===== src/hdl/tmp_pkg.sv =====
// shared types, constants and helpers of the trapezoid motion profile block
// no dependencies
package tmp_pkg;

    localparam int FRAC_BITS = 16;
    localparam int DVD_W = 32 + 2 * FRAC_BITS;
    localparam int SQ_STEPS = 32;
    localparam int CNT_W = $clog2(DVD_W);
    localparam int FIFO_DEPTH = 4;
    localparam int FIFO_AW = $clog2(FIFO_DEPTH);

    localparam logic [1:0] CFG_DIST = 2'd0;
    localparam logic [1:0] CFG_SPEED = 2'd1;
    localparam logic [1:0] CFG_ACCEL = 2'd2;
    localparam logic [1:0] CFG_THR = 2'd3;

    typedef enum logic [2:0] {
        PH_BELOW  = 3'd0,
        PH_BEFORE = 3'd1,
        PH_ACCEL  = 3'd2,
        PH_CRUISE = 3'd3,
        PH_DECEL  = 3'd4,
        PH_DONE   = 3'd5
    } t_phase;

    typedef enum logic [2:0] {
        P_MUL_RA,
        P_MUL_VV,
        P_CMP,
        P_DIV_A,
        P_DIV_B,
        P_SQRT,
        P_SUM,
        P_DONE
    } t_plan_state;

    typedef struct packed {
        logic        valid;
        logic [31:0] r;
        logic [31:0] v;
        logic [31:0] a;
        logic [31:0] thr;
        logic [31:0] tcb;
        logic [31:0] tce;
        logic [31:0] te;
    } t_plan;

    typedef struct packed {
        t_phase      phase;
        logic [31:0] x;
    } t_item;

    function automatic logic [31:0] sat_shr(input logic [63:0] p, input int sh);
        logic [63:0] s;
        s = p >> sh;
        return (s[63:32] != 32'd0) ? 32'hFFFF_FFFF : s[31:0];
    endfunction

endpackage


===== src/hdl/tmp_fifo.sv =====
// short item queue between the front and back parts
// depends on tmp_pkg
module tmp_fifo (
    input  logic           i_clk,
    input  logic           i_rst_n,
    input  logic           i_push,
    input  tmp_pkg::t_item i_item,
    input  logic           i_pop,
    output logic           o_full,
    output logic           o_empty,
    output tmp_pkg::t_item o_item
);
    import tmp_pkg::*;

    t_item r_mem [FIFO_DEPTH];
    logic [FIFO_AW-1:0] r_wp, r_rp;
    logic [FIFO_AW:0]   r_cnt;
    logic do_pop;

    assign o_full = r_cnt == (FIFO_AW + 1)'(FIFO_DEPTH);
    assign o_empty = r_cnt == '0;
    assign do_pop = i_pop && !o_empty;
    assign o_item = r_mem[r_rp];

    always_ff @(posedge i_clk) begin
        if (!i_rst_n) begin
            r_wp <= '0;
            r_rp <= '0;
            r_cnt <= '0;
        end else begin
            if (i_push) r_wp <= r_wp + 1'b1;
            if (do_pop) r_rp <= r_rp + 1'b1;
            r_cnt <= r_cnt + (FIFO_AW + 1)'(i_push) - (FIFO_AW + 1)'(do_pop);
        end
    end

    always_ff @(posedge i_clk) begin
        if (i_push) r_mem[r_wp] <= i_item;
    end

endmodule


===== config.mk =====
export PLATFORM = sky130hd
export DESIGN_NAME = tmp_fifo
export DESIGN_NICKNAME = d
export VERILOG_FILES = /design/src/hdl/tmp_pkg.sv /design/src/hdl/tmp_fifo.sv
export SDC_FILE = /design/constraint.sdc
export NUM_CORES = 1
export LEC_CHECK = 0
export ABC_AREA = 1
export BUFFER_PORTS_ARGS = -buffer_cell sky130_fd_sc_hd__buf_2
export CORE_MARGIN = 2
export CORE_UTILIZATION = 45
export CTS_BUF_LIST = sky130_fd_sc_hd__clkbuf_8
export DETAILED_ROUTE_END_ITERATION = 16
export HOLD_SLACK_MARGIN = 0.08
export SYNTH_ARGS = -nofsm -noshare
export SYNTH_HDL_FRONTEND = slang
export SYNTH_SLANG_ARGS = --single-unit
export TNS_END_PERCENT = 1

===== constraint.sdc =====
create_clock -name i_clk -period 2.7 [get_ports i_clk]
set_clock_uncertainty 0.15 [all_clocks]
set_input_delay 0.54 -clock i_clk [delete_from_list [all_inputs] [get_ports i_clk]]
set_output_delay 0.54 -clock i_clk [all_outputs]
set_load 0.05 [all_outputs]

==> summary.md <==
| Metric | Value |
|---|---|
| Nets | 529 |
| Slowest stage cell, crit path | dfxtp_4 |
| Wirelength per Cell | 16.3 um |
| CP Depth | 4 |
| CP bufs+invs | 2 |
| Critical Path Fanout Max | 30 |
| Min-delay src | i_item[3] |
| DPL Wire Length | 6.25 mm |
| Hold Path End | r_mem[3][3]$_DFFE_PP_ |
| Core Rows | 40 |
| Die ar. | 0.0134 mm^2 |
| Critical Path, Cell by Cell | buf_6 -> o21ai_0 -> o22ai_1 -> clkbuf_4 |
| Worst skew pair latency | 420 ps |
| Non-Filler Instances | 663 |
| Fin crit period | 2510 ps |
| Synth cell types | 18 |
| First-pass GRT wire length | 16.5 mm |
| Share of layout cells above drive strength 1 | 0.238 |
| CTS H-tree depth | 4 |
| Worst setup SP type | flip-flop |
| Max Cap Viol | 0 |
| Die W | 116 um |
| Final global-route overflow total | 0 |
| Sequential share of the synthesized area | 0.778 |
| CTS tree | built |
| Final slew viol count | 0 |
| Final setup violation count | 0 |
| PwrDens | 958 mW/mm^2 |
| Worst endpoint required time | 2010 ps |
| P_leak | 0.00239 uW |
| Worst-path clk slew | 80 ps |
| Number of CTS-inserted buffers | 17 |
| # clock sinks | 149 |
| Die H | 116 um |
| CP Capture Type | output pin |
| Routed wire length | 10.8 mm |
| Antenna violations before repair | 0 |
| Diode count | 0 |
| Port bufs | 75 |
| Vias in the first global route | 3272 |
| WS Path Type | flip-flop to output pin |
| Area Growth Syn to Fin | 17.6% |
| Clk root buf | clkbuf_8 |
| GP Congestion | 0.751 |
| R2R setup slack | 550 ps |
| Mapped Cells | 399 |
| Remaining DRCs | 0 |
| # IOs | 76 |
| Total power | 6350 uW |
| Vias/cell | 5.06 |
| Worst rel slew slack | 0.581 |
| Via count | 3358 |
| Outcome | completed |
| Hold Path Stages | 1 |
| RSZ-0062 raised after global routing | no |
| Placed insts | 632 |
| Fin crit share | 0.931 |
| Initial DRC count | 218 |
| Worst-Margin Slew | 624 ps |
| Avg Cell Area, Syn | 14.1 um^2 |
| Critical Path Max Stage Delay | 490 ps |
| Core area | 0.0121 mm^2 |
| Fillers | 1026 |
| Post-DRT Antenna Nets | 0 |
| Worst min path class | input port to flip-flop |
| Arrival time at the worst endpoint | 1820 ps |
| Fmax | 398 MHz |
| Initial core utilization | 0.465 |
| R2R cell count | 11 |
| Syn. warnings | 0 |
| Worst R2R Start | r_cnt[1]$_SDFF_PN0_ |
| Largest net degree at the start of global routing | 36 |
| CP delay by family, top | buffers and inverters |
| GRT Total Usage | 0.168 |
| Worst IR drop on VDD | 0.411 mV |
| Post-synth net total | 445 |
| Final Hold Viols | 0 |
| Reg-to-Reg End | r_cnt[2]$_SDFF_PN0_ |
| Cell Area, Synth | 0.00564 mm^2 |
| CTS Buffer Depth | 2 |
| Drt first pass iters | 4 |
| Synthesis-stage register bit count | 149 |
## power by group
part | switching, uW | internal, uW
sequential | 69.3 | 2660
combinational | 1460 | 464
clock | 791 | 902
total | 2320 | 4020
## synth_stat cells
library cell | number | area [um^2]
o21ai_1 | 21 | 105
nand2_1 | 12 | 45.0
edfxtp_1 | 140 | 4200
inv_4 | 1 | 6.26
inv_2 | 1 | 3.75
a21oi_1 | 5 | 25.0
nor3b_1 | 1 | 7.51
o21ai_0 | 51 | 255
nor2_1 | 77 | 289
buf_6 | 1 | 11.3
nand3_1 | 2 | 10.0
o22ai_1 | 35 | 219
dfxtp_1 | 9 | 180
buf_4 | 8 | 60.1
buf_2 | 12 | 60.1
fa_1 | 1 | 20.0
inv_1 | 16 | 60.1
ha_1 | 6 | 75.1
## kinds of logic (layout without fill, tap and decap cells)
| logic type | after synthesis | after routing | share of synthesized area |
|---|---|---|---|
| AOI/OAI and AO/OA | 112 | 112 | 0.107 |
| adders and majority gates | 7 | 7 | 0.0169 |
| buffers and inverters | 39 | 135 | 0.0357 |
| DFF | 149 | 149 | 0.778 |
| and+or+nand+nor | 92 | 92 | 0.0624 |
## cell type report
type	instances	area [um^2]	area share
Sequential cell	149	4390	0.662
Tap cell	168	210	0.0317
Timing Repair Buffer	86	512	0.0772
Inverter	18	72.6	0.0109
Multi-Input combinational cell	211	1050	0.159
Clock inverter	14	163	0.0245
Clock buffer	17	234	0.0353
## repair_timing
action	4_1_cts	5_1_grt
pin swaps	0	0
gates resized for setup	2	5
setup endpoints to repair	7	22
buffers inserted	0	0
hold buffers	0	0
## how the worst max path moves through the flow
stage | to | slack [ps] | from
after floorplan | r_cnt[2]$_SDFF_PN0_ | 430 | r_cnt[1]$_SDFF_PN0_
final | o_item[31] | 190 | flip-flop
after global placement | o_item[31] | 450 | flip-flop
after global routing | o_item[31] | 6 | flip-flop
after CTS | o_item[13] | -5 | flip-flop
after detailed placement | o_item[31] | 410 | flip-flop
## stage by stage
step / setup slack (ps) / TNS (ps) / hold slack (ps) / utilization / instance area, um^2
5_1_grt: 5.93 / 0 / 143 / 0.547 / 6630
3_3_place_gp: 450 / 0 / 315 / 0.513 / 6210
2_1_floorplan: 431 / 0 / 298 / - / 5640
4_1_cts: -5.16 / -11.8 / 149 / 0.546 / 6620
6_report: 187 / 0 / 171 / 0.547 / 6630
3_5_place_dp: 410 / 0 / 344 / 0.513 / 6210
## routing by layer
metal	share of wire	GRT usage
met4	0.0071	0.0563
met3	0.049	0.0596
met1	0.44	0.207
met5	0	0
met2	0.50	0.279
## worst register-to-register path: stages (launching register included)
cell and delay, ps:
dfxtp_1 430, nor2_1 90, nand2_1 150, inv_1 80, nor2_1 100, ha_1 240
inv_1 60, ha_1 130, inv_1 50, fa_1 390, a21oi_1 130, nor2_1 60
## sequential cells by signal, summed over array words and instances (netlist names), named ones only
signal,count
r_rp,2
r_wp,2
r_cnt,3
r_mem,140
## cells in the final DEF (no fill, tap or decap), types with 3 or more instances in the layout
cell / count
a21oi_1: 5
buf_12: 3
buf_2: 73
buf_4: 5
buf_6: 3
bufinv_16: 3
clkbuf_8: 17
clkinv_1: 6
clkinv_2: 3
clkinv_4: 4
dfxtp_1: 8
edfxtp_1: 140
ha_1: 6
inv_1: 12
nand2_1: 12
nor2_1: 77
o21ai_0: 51
o21ai_1: 21
o22ai_1: 35
Power figures use the tool's default switching activity.
