--- src/hdl/tmp_pkg.sv ---
// shared types, constants and helpers of the trapezoid motion profile block
// no dependencies
package tmp_pkg;

    localparam int FRAC_BITS = 16;
    localparam int DVD_W = 32 + 2 * FRAC_BITS;
    localparam int SQ_STEPS = 32;
    localparam int CNT_W = $clog2(DVD_W);
    localparam int FIFO_DEPTH = 4;
    localparam int FIFO_AW = $clog2(FIFO_DEPTH);

    localparam logic [1:0] CFG_DIST = 2'd0;
    localparam logic [1:0] CFG_SPEED = 2'd1;
    localparam logic [1:0] CFG_ACCEL = 2'd2;
    localparam logic [1:0] CFG_THR = 2'd3;

    typedef enum logic [2:0] {
        PH_BELOW  = 3'd0,
        PH_BEFORE = 3'd1,
        PH_ACCEL  = 3'd2,
        PH_CRUISE = 3'd3,
        PH_DECEL  = 3'd4,
        PH_DONE   = 3'd5
    } t_phase;

    typedef enum logic [2:0] {
        P_MUL_RA,
        P_MUL_VV,
        P_CMP,
        P_DIV_A,
        P_DIV_B,
        P_SQRT,
        P_SUM,
        P_DONE
    } t_plan_state;

    typedef struct packed {
        logic        valid;
        logic [31:0] r;
        logic [31:0] v;
        logic [31:0] a;
        logic [31:0] thr;
        logic [31:0] tcb;
        logic [31:0] tce;
        logic [31:0] te;
    } t_plan;

    typedef struct packed {
        t_phase      phase;
        logic [31:0] x;
    } t_item;

    function automatic logic [31:0] sat_shr(input logic [63:0] p, input int sh);
        logic [63:0] s;
        s = p >> sh;
        return (s[63:32] != 32'd0) ? 32'hFFFF_FFFF : s[31:0];
    endfunction

endpackage

--- src/hdl/tmp_front.sv ---
// input side: accepts time samples, picks the phase and the multiplier operand
// depends on tmp_pkg
module tmp_front (
    input  tmp_pkg::t_plan i_plan,
    input  logic           i_valid,
    input  logic [31:0]    i_time,
    input  logic           i_full,
    output logic           o_ready,
    output logic           o_push,
    output tmp_pkg::t_item o_item
);
    import tmp_pkg::*;

    assign o_ready = i_plan.valid && !i_full;
    assign o_push = o_ready && i_valid;

    always_comb begin
        o_item.x = i_time;
        if (i_plan.r < i_plan.thr) begin
            o_item.phase = PH_BELOW;
        end else if (i_time[31]) begin
            o_item.phase = PH_BEFORE;
        end else if (i_time < i_plan.tcb) begin
            o_item.phase = PH_ACCEL;
        end else if (i_time < i_plan.tce) begin
            o_item.phase = PH_CRUISE;
            o_item.x = i_time - (i_plan.tcb >> 1);
        end else if (i_time < i_plan.te) begin
            o_item.phase = PH_DECEL;
            o_item.x = i_plan.te - i_time;
        end else begin
            o_item.phase = PH_DONE;
        end
    end

endmodule

--- config.mk ---
export PLATFORM = sky130hd
export DESIGN_NAME = tmp_front
export DESIGN_NICKNAME = d
export VERILOG_FILES = /design/src/hdl/tmp_pkg.sv /design/src/hdl/tmp_front.sv
export SDC_FILE = /design/constraint.sdc
export NUM_CORES = 1
export LEC_CHECK = 0
export ABC_AREA = 1
export ABC_CLOCK_PERIOD_IN_PS = 3590
export BUFFER_PORTS_ARGS = -buffer_cell sky130_fd_sc_hd__buf_2
export CAP_MARGIN = 15
export CORE_ASPECT_RATIO = 1.1
export CORE_MARGIN = 5
export CORE_UTILIZATION = 54
export DETAILED_ROUTE_END_ITERATION = 8
export PLACE_DENSITY_LB_ADDON = 0.3
export SLEW_MARGIN = 10
export SYNTH_ARGS = -nofsm -noshare
export SYNTH_HDL_FRONTEND = slang
export SYNTH_SLANG_ARGS = --single-unit
--- constraint.sdc ---
create_clock -name vclk -period 3.59
set_input_delay 0.718 -clock vclk [all_inputs]
set_output_delay 0.718 -clock vclk [all_outputs]
set_load 0.05 [all_outputs]
==> results of run 1 <==
repair_timing:
| item | CTS | global route |
|---|---|---|
| setup endpoints to repair | 34 | 35 |
| setup buffers | 1 | 9 |
| gates cloned | 0 | 9 |
| pin swaps | 3 | 37 |
| gates resized for setup | 47 | 281 |
layer usage:
layer	share of wire, %	vias to the layer above	GRT usage, %
li1	-	5839	-
met1	40	5425	41.4
met2	50	572	56.3
met3	7.2	92	2.38
met4	3.0	0	7.30
met5	0	-	0
cells in the mapped netlist (all sizes together) (6+ instances only):
cell type and n:
a21oi 96, xnor2 11, nor3 19, nand3 134, xor2 17, and2 22, inv 348, nand4 16
buf 15, ha 156, nand2 602, o21a 6, nand3b 14, nor2 110, o21ai 38
worst max-delay path, stage by stage:
cell and delay [ns]:
buf_2 0.12, buf_6 0.13, ha_4 0.26, nand2_1 0.07, inv_2 0.07, nand3_2 0.08
a31oi_1 0.18, nor2_1 0.09, nand2_2 0.12, nand2_2 0.08, nand2_4 0.12, nand3_1 0.16
buf_4 0.22, nand2_1 0.08, a21boi_2 0.20, buf_6 0.18
power by group through the flow:
stage | logic (mW) | registers, mW | clock network (mW)
6_report | 2.24 | 0 | 0
5_1_grt | 2.43 | 0 | 0
4_1_cts | 1.88 | 0 | 0
3_5_place_dp | 1.83 | 0 | 0
3_3_place_gp | 1.79 | 0 | 0
2_1_floorplan | 1.18 | 0 | 0
metrics by stage:
step	power, mW	setup WS (ns)
floorplan	1.18	0.0237
global placement	1.79	-0.114
detailed placement	1.83	-0.176
CTS	1.88	0.00200
global route	2.43	-0.118
finish	2.24	-0.00927
cell usage in the layout, fill, tap and decap left out, drive strengths merged:
cell and instances:
nand2 604, buf 388, inv 349, ha 156, nand3 134, nor2 110
a21oi 96, o21ai 38, and2 22, nor3 19, xor2 17, nand4 16
nand3b 14, xnor2 11, clkbuf 8, o21a 6, o21bai 3, a31oi 3
nor4 3, or2 2, fa 2, and3 1, o211ai 1, a21o 1
a21boi 1, nor3b 1
worst max path at each step:
stage,startpoint,end,slack [ns],cells past startpoint
3_3_place_gp,i_time[14],o_item[11],-0.11,16
2_1_floorplan,i_time[22],o_item[32],0.02,14
5_1_grt,i_time[3],o_item[20],-0.12,18
6_report,i_time[15],o_item[23],-0.009,16
3_5_place_dp,i_time[14],o_item[0],-0.18,16
4_1_cts,i_time[15],o_item[0],0.002,17
final cells by class:
| class | instances | area (µm²) |
|---|---|---|
| Timing Repair Buffer | 396 | 2850 |
| Fill cell | 1104 | 2730 |
| Tap cell | 196 | 245 |
| Multi-Input combinational cell | 1261 | 8030 |
| Inverter | 349 | 1320 |
cell families (layout without fill, tap and decap cells):
logic type	Yosys count	after routing	synth area share (%)
buffers and inverters	367	745	17.1
AO/OA/AOI/OAI	149	149	9.57
adder cells (fa/ha/maj)	158	158	23.6
XOR/XNOR	28	28	2.91
AND/OR/NAND/NOR	924	926	46.8
==> results.py, run 1 <==
metrics = {
    "placed_design": {
        "io_buffers": 232,
        "dp_cells": 2183,
        "postPlaceCellArea_mm2": 0.0109,
        "dp_hpwl_um": 27000,
        "place.gp.congestion": 0.988,
    },
    "grt": {
        "grt_pass1_wl_um": 47900,
        "antenna_found_initial": 0,
        "grtUsageTotal_pct": 31.7,
        "grt_remaining_overflow": 0,
        "grt_pass1_vias": 10700,
        "grt_max_degree": 32,
    },
    "sta": {
        "fin_crit_ns": 3.60,
        "holdWs_ns": 1.76,
        "setup_viol": 2,
        "fmax_mhz": 278,
        "tightest_slew_ns": 0.462,
        "finalWorstSetupSlack_ns": -0.00927,
        "rsz0062_at_grt": "yes",
        "drv_slew": 0,
        "period_share_pct": 100,
        "slew_headroom_pct": 68.9,
        "setup_tns_ns": -0.0140,
        "hold_viol": 0,
    },
    "finish": {
        "drive_gt1_share_pct": 31.3,
        "seq_area_um2": 0,
        "final_cells": 2202,
        "area_growth_pct": 47.7,
        "nClkBuffers": 0,
        "fin_nets": 2425,
        "finish.instance_area_mm2": 0.0124,
        "antennaDiodeCount": 0,
        "nFlopsAndLatches": 0,
        "utilization_pct": 82.0,
    },
    "power_and_ir_drop": {
        "pwr-share-clk_pct": 0,
        "switching_share_pct": 58.8,
        "p_leak_nw": 7.37,
        "p_int_mw": 0.922,
        "p_sw_mw": 1.31,
        "p_per_area_mw_per_mm2": 180,
        "combPwrFrac_pct": 100.0,
        "vdd_drop_max_v": 0.000150,
        "seqPwrFrac_pct": 0,
    },
    "detailed_routing": {
        "wl_um": 35000,
        "ant_nets": 0,
        "drc": 0,
        "first_pass_iters": 8,
        "wl_per_cell_um": 15.9,
        "avgViaCountPerCell": 5.42,
        "vias": 11900,
        "drtIter0Drc": 909,
    },
    "floorplan": {
        "fp.dieW_um": 129,
        "initial_core_util_pct": 55.5,
        "boundaryPins": 296,
        "die_y_um": 141,
        "die_area_mm2": 0.0182,
        "coreArea_mm2": 0.0152,
        "placementRows": 47,
    },
    "clock_tree": {
        "postCtsHoldBufs": 0,
    },
    "hold_path": {
        "holdPathEnd": "o_ready",
        "holdCritStartpoint": "i_full",
        "hold_path.class": "in -> out",
        "min_delay_path_depth": 3,
    },
    "logic_synthesis": {
        "seq_area_frac_synth_pct": 0,
        "synth_cell_types": 41,
        "netlist_area_mm2": 0.00842,
        "synth_warnings": 0,
        "yosysTopAreaCellShare_pct": 26.2,
        "synth_nets": 2043,
        "synth_cells": 1626,
        "synth_top_area_cell": "nand2_1",
        "syn_area_per_cell_um2": 5.18,
        "synth_area_leaders": "nand2_1 (26%), ha_1 (23%), inv_1 (15%)",
    },
    "critical_path": {
        "critical_path_arrival_ns": 2.88,
        "crit_path_start_kind": "input pin",
        "worst-setup-path-type": "in -> out",
        "crit_fanout": 9,
        "critPathCaptureType": "output pin",
        "crit_required_ns": 2.87,
    },
    "job": {
        "drv_cap": 0,
    },
    "status": {
        "outcome": "finished with violations",
        "violations": "setup timing",
    },
}
Power figures use the tool's default switching activity.
==> inputs of run 2 (changes only) <==
CAP_MARGIN = 20   (was 15)
CORE_MARGIN = 10   (was 5)
RECOVER_POWER = 50   (was not set)
==> results.py, run 2 (same netlist as run 1, synthesis figures left out) <==
metrics = {
    "status": {
        "outcome": "finished with violations",
        "violations": "setup timing",
    },
    "finish": {
        "area_growth_pct": 48.1,
        "mostFrequentLayoutCells": "nand2_1 (539), inv_1 (304), buf_2 (186), buf_4 (178), nand3_1 (124)",
        "fin_nets": 2447,
        "layout_commonest_cell": "nand2_1",
        "num-fill-cells": 1122,
        "nFlopsAndLatches": 0,
        "nClkBuffers": 0,
        "drive_gt1_share_pct": 32.0,
        "seq_area_um2": 0,
        "finish.instance_area_mm2": 0.0125,
    },
    "sta": {
        "hold_viol": 0,
        "fin_crit_ns": 3.63,
        "tightest_slew_ns": 0.606,
        "slew_headroom_pct": 59.8,
        "finalWorstSetupSlack_ns": -0.0365,
        "rsz0062_at_grt": "yes",
        "fmax_mhz": 276,
        "setup_viol": 12,
        "drv_slew": 0,
        "period_share_pct": 101,
    },
    "detailed_routing": {
        "wl_per_cell_um": 16.5,
        "first_pass_iters": 6,
        "vias": 12100,
        "drtIter0Drc": 1055,
        "drc": 0,
        "avgViaCountPerCell": 5.45,
        "ant_nets": 0,
        "wl_um": 36600,
    },
    "power_and_ir_drop": {
        "vdd_drop_max_v": 0.000154,
        "switching_share_pct": 58.4,
        "p_per_area_mw_per_mm2": 183,
        "pwr-share-clk_pct": 0,
        "seqPwrFrac_pct": 0,
        "p_sw_mw": 1.33,
        "combPwrFrac_pct": 100.0,
        "p_int_mw": 0.948,
        "p_leak_nw": 7.42,
    },
    "placed_design": {
        "place.gp.congestion": 0.983,
        "pre_cts_slack_ns": -0.165,
        "dp_hpwl_um": 28700,
        "postPlaceCellArea_mm2": 0.0111,
        "io_buffers": 232,
    },
    "grt": {
        "grt_max_degree": 32,
        "grtUsageTotal_pct": 29.4,
        "grt_remaining_overflow": 0,
        "grt_pass1_wl_um": 52400,
        "grt_pass1_vias": 11500,
        "antenna_found_initial": 1,
    },
    "hold_path": {
        "hold_path.class": "in -> out",
        "holdCritStartpoint": "i_full",
        "min_delay_path_depth": 3,
        "holdPathEnd": "o_ready",
    },
    "critical_path": {
        "critical_path_arrival_ns": 2.91,
        "crit_required_ns": 2.87,
        "crit_path_start_kind": "input pin",
        "max_stage_delay_ns": 0.27,
        "crit_fanout": 6,
        "worst-setup-path-type": "in -> out",
        "cp_slowest_cell": "ha_1",
        "cpMostUsedCell": "nand2_1",
        "path_cells": "buf_2 > buf_4 > ha_1 > nand2_1 > inv_2 > nand3_2 > a31oi_1 > nor2_1 > nand2_1 > nand2_1 > nand2_2 > inv_2 > nor2_4 > buf_12 > clkbuf_16 > nand3_1 > nand2_1 > inv_1 > buf_6",
        "critPathCaptureType": "output pin",
    },
    "floorplan": {
        "boundaryPins": 296,
        "initial_core_util_pct": 55.5,
        "placementRows": 47,
        "die_y_um": 151,
        "die_area_mm2": 0.0210,
        "fp.dieW_um": 139,
        "coreArea_mm2": 0.0152,
    },
    "clock_tree": {
        "postCtsHoldBufs": 0,
    },
    "job": {
        "drv_cap": 0,
    },
}
==> run 2: cell types whose count changed in the layout (fill, tap and decap cells not counted), sizes merged <==
cell,before,now
buf,388,409
clkbuf,8,11
nand2,604,602
diode,0,1
==> run 2: critical path: cells and delay by family <==
| family | cells | cell delay [ns] |
|---|---|---|
| AND/OR/NAND/NOR | 9 | 0.83 |
| AO/OA/AOI/OAI | 1 | 0.15 |
| adder cells (fa/ha/maj) | 1 | 0.27 |
| buffers and inverters | 8 | 0.92 |
==> run 2: area by class of cell <==
type	count	area (µm²)	share of cell area, %
inverters	349	1330	10.7
diodes	1	2.50	0.0201
multi-input cells	1259	7900	63.3
well taps	196	245	1.97
repair buffers	420	3000	24.0
==> run 2: through the flow <==
| stage | hold slack (ns) | total power [mW] | std cells | setup TNS [ns] | util (%) |
|---|---|---|---|---|---|
| 4_1_cts | 1.76 | 1.96 | 2208 | 0 | 74.7 |
| 3_3_place_gp | 1.75 | 1.85 | 2205 | -1.98 | 73.1 |
| 2_1_floorplan | 1.61 | 1.18 | 1626 | 0 | - |
| 5_1_grt | 1.86 | 2.47 | 2225 | -2.55 | 82.2 |
| 6_report | 1.85 | 2.28 | 2225 | -0.176 | 82.2 |
| 3_5_place_dp | 1.76 | 1.89 | 2205 | -3.66 | 73.1 |
==> run 2: timing repair <==
item / in CTS / in global routing
endpoints found under the setup margin: 33 / 34
setup buffers: 3 / 12
gates resized for setup: 68 / 245
cloned: 0 / 4
hold endpoints to repair: 0 / 0
pin swaps: 3 / 42
==> run 2: power groups by stage <==
| stage | combinational [mW] | clock [mW] | sequential [mW] |
|---|---|---|---|
| 6_report | 2.28 | 0.0000000372 | 0 |
| 5_1_grt | 2.47 | 0.0000000372 | 0 |
| 4_1_cts | 1.96 | 0 | 0 |
| 3_5_place_dp | 1.89 | 0 | 0 |
| 3_3_place_gp | 1.85 | 0 | 0 |
| 2_1_floorplan | 1.18 | 0 | 0 |
==> run 2: worst max-delay path by stage <==
stage / start / to / slack, ns
after global routing: i_time[23] / o_item[22] / -0.15
after global placement: i_time[15] / o_item[17] / -0.13
after CTS: i_time[15] / o_item[8] / 0.002
final: i_time[14] / o_item[20] / -0.04
after detailed placement: i_time[15] / o_item[17] / -0.16
after floorplan: i_time[22] / o_item[32] / 0.02
==> run 2: metal layers <==
layer / global-route usage [%] / wire [µm] / vias to the layer above
met5: 0 / 0 / -
met3: 2.60 / 2500 / 167
met1: 34.8 / 14200 / 5440
met4: 12.8 / 1920 / 0
met2: 53.2 / 18000 / 637
li1: - / - / 5886
==> inputs of run 3 (changes only) <==
==> constraint.sdc (replaced) <==
create_clock -name vclk -period 3.59
set_input_delay 0.718 -clock vclk [all_inputs]
set_output_delay 0.718 -clock vclk [all_outputs]
set_load 0.005 [all_outputs]
==> results.py, run 3 (same netlist as run 1, synthesis figures left out) <==
metrics = {
    "critical_path": {
        "cpLargestDelayFamily": "buffers and inverters",
        "path_depth": 17,
        "path_cells": "buf_2 > inv_1 > ha_1 > nand2_1 > nor2_2 > nand2_1 > inv_2 > nand2_2 > clkinv_2 > nand2_4 > a21oi_4 > buf_12 > nand2_4 > nand3_2 > nand2_2 > a21boi_2 > buf_2",
        "crit_fanout": 7,
        "crit_start": "i_time[28]",
        "cp_slowest_cell": "ha_1",
        "worst-setup-path-type": "in -> out",
        "cp_num_buf_inv": 6,
        "crit_path_start_kind": "input pin",
        "critical_path_arrival_ns": 2.87,
        "critPathCaptureType": "output pin",
        "crit_required_ns": 2.87,
        "max_stage_delay_ns": 0.31,
    },
    "sta": {
        "tightest_slew_ns": 0.364,
        "fin_crit_ns": 3.59,
        "finalWorstSetupSlack_ns": -0.000172,
        "holdWs_ns": 1.66,
        "fmax_mhz": 279,
        "setup_viol": 1,
        "rsz0062_at_grt": "yes",
        "drv_slew": 0,
        "hold_viol": 0,
        "period_share_pct": 100,
        "slew_headroom_pct": 75.5,
    },
    "finish": {
        "nClkBuffers": 0,
        "antennaDiodeCount": 0,
        "drive_gt1_share_pct": 25.3,
        "area_growth_pct": 31.8,
        "num-fill-cells": 1342,
        "seq_area_um2": 0,
        "nFlopsAndLatches": 0,
        "fin_nets": 2337,
        "layout_commonest_cell": "nand2_1",
        "mostFrequentLayoutCells": "nand2_1 (549), inv_1 (316), buf_2 (223), ha_1 (131), nand3_1 (111)",
        "utilization_pct": 73.2,
    },
    "hold_path": {
        "hold_path.class": "in -> out",
        "min_delay_path_depth": 3,
        "holdPathEnd": "o_ready",
        "holdCritStartpoint": "i_full",
    },
    "power_and_ir_drop": {
        "p_int_mw": 0.742,
        "p_leak_nw": 6.79,
        "vdd_drop_max_v": 0.0000728,
        "p_sw_mw": 1.09,
        "p_per_area_mw_per_mm2": 165,
        "combPwrFrac_pct": 100.0,
        "switching_share_pct": 59.4,
        "totalPowerFinal_mw": 1.83,
        "pwr-share-clk_pct": 0,
        "seqPwrFrac_pct": 0,
    },
    "detailed_routing": {
        "first_pass_iters": 6,
        "ant_nets": 0,
        "vias": 11300,
        "avgViaCountPerCell": 5.37,
        "drtIter0Drc": 1246,
        "wl_per_cell_um": 15.4,
        "wl_um": 32500,
        "drc": 0,
    },
    "floorplan": {
        "fp.dieW_um": 139,
        "coreArea_mm2": 0.0152,
        "boundaryPins": 296,
        "die_area_mm2": 0.0210,
        "initial_core_util_pct": 55.5,
        "die_y_um": 151,
        "placementRows": 47,
    },
    "placed_design": {
        "io_buffers": 232,
        "dp_hpwl_um": 27100,
        "place.gp.congestion": 1.00,
    },
    "grt": {
        "use_met3_pct": 2.85,
        "use_met1_pct": 34.7,
        "grt_pass1_vias": 10300,
        "grt_remaining_overflow": 0,
        "antenna_found_initial": 1,
        "grt_max_degree": 32,
        "grtUsageTotal_pct": 26.7,
        "grt_pass1_wl_um": 47600,
        "grt_busiest_layer": "met2",
        "grt_use_met2_pct": 47.0,
    },
    "status": {
        "outcome": "finished with violations",
        "violations": "setup timing",
    },
    "job": {
        "drv_cap": 0,
    },
}
[run 3: worst min-delay path, delay by kind of cell]
kind / cells / cell delay [ns]
buffers and inverters: 2 / 0.19
and+or+nand+nor: 1 / 0.04
[run 3: area by class of cell]
type	instances	area, µm²	share of cell area, %
Tap cell	196	245	2.21
Timing Repair Buffer	310	1900	17.1
Multi-Input combinational cell	1259	7650	68.9
Inverter	349	1320	11.9
[run 3: power by group through the flow]
stage / logic [mW] / clock network [mW] / registers [mW]
after floorplan: 1.04 / 0 / 0
after global placement: 1.56 / 0 / 0
after detailed placement: 1.59 / 0 / 0
after CTS: 1.60 / 0 / 0
after global routing: 2.02 / 0 / 0
final: 1.83 / 0 / 0
[run 3: metrics by stage]
| stage | std cells | setup TNS, ns | area (µm²) | setup slack [ns] |
|---|---|---|---|---|
| 2_1_floorplan | 1626 | 0 | 8420 | 0.429 |
| 3_5_place_dp | 2103 | -0.00314 | 10300 | -0.00314 |
| 4_1_cts | 2103 | 0 | 10300 | 0.00338 |
| 6_report | 2114 | -0.000172 | 11100 | -0.000172 |
| 3_3_place_gp | 2103 | 0 | 10300 | 0.0399 |
| 5_1_grt | 2114 | -2.19 | 11100 | -0.113 |
[run 3: worst max-delay path by stage]
stage          slack, ns          to
2_1_floorplan       0.43  o_item[31]
3_3_place_gp        0.04   o_item[2]
3_5_place_dp      -0.003   o_item[7]
4_1_cts            0.003  o_item[23]
5_1_grt            -0.11   o_item[4]
6_report         -0.0002  o_item[23]
[run 3: metal layers]
layer / share of wire (%) / wire length [µm]
met1: 41 / 13200
met2: 48 / 15600
met3: 8.8 / 2850
met4: 2.4 / 786
met5: 0 / 0
[run 3: what timing repair did]
action,CTS,global route
gates cloned,0,3
pin swaps,0,37
buffers inserted,0,8
hold buffers,0,0
resized for setup,2,168
setup endpoints to repair,1,34
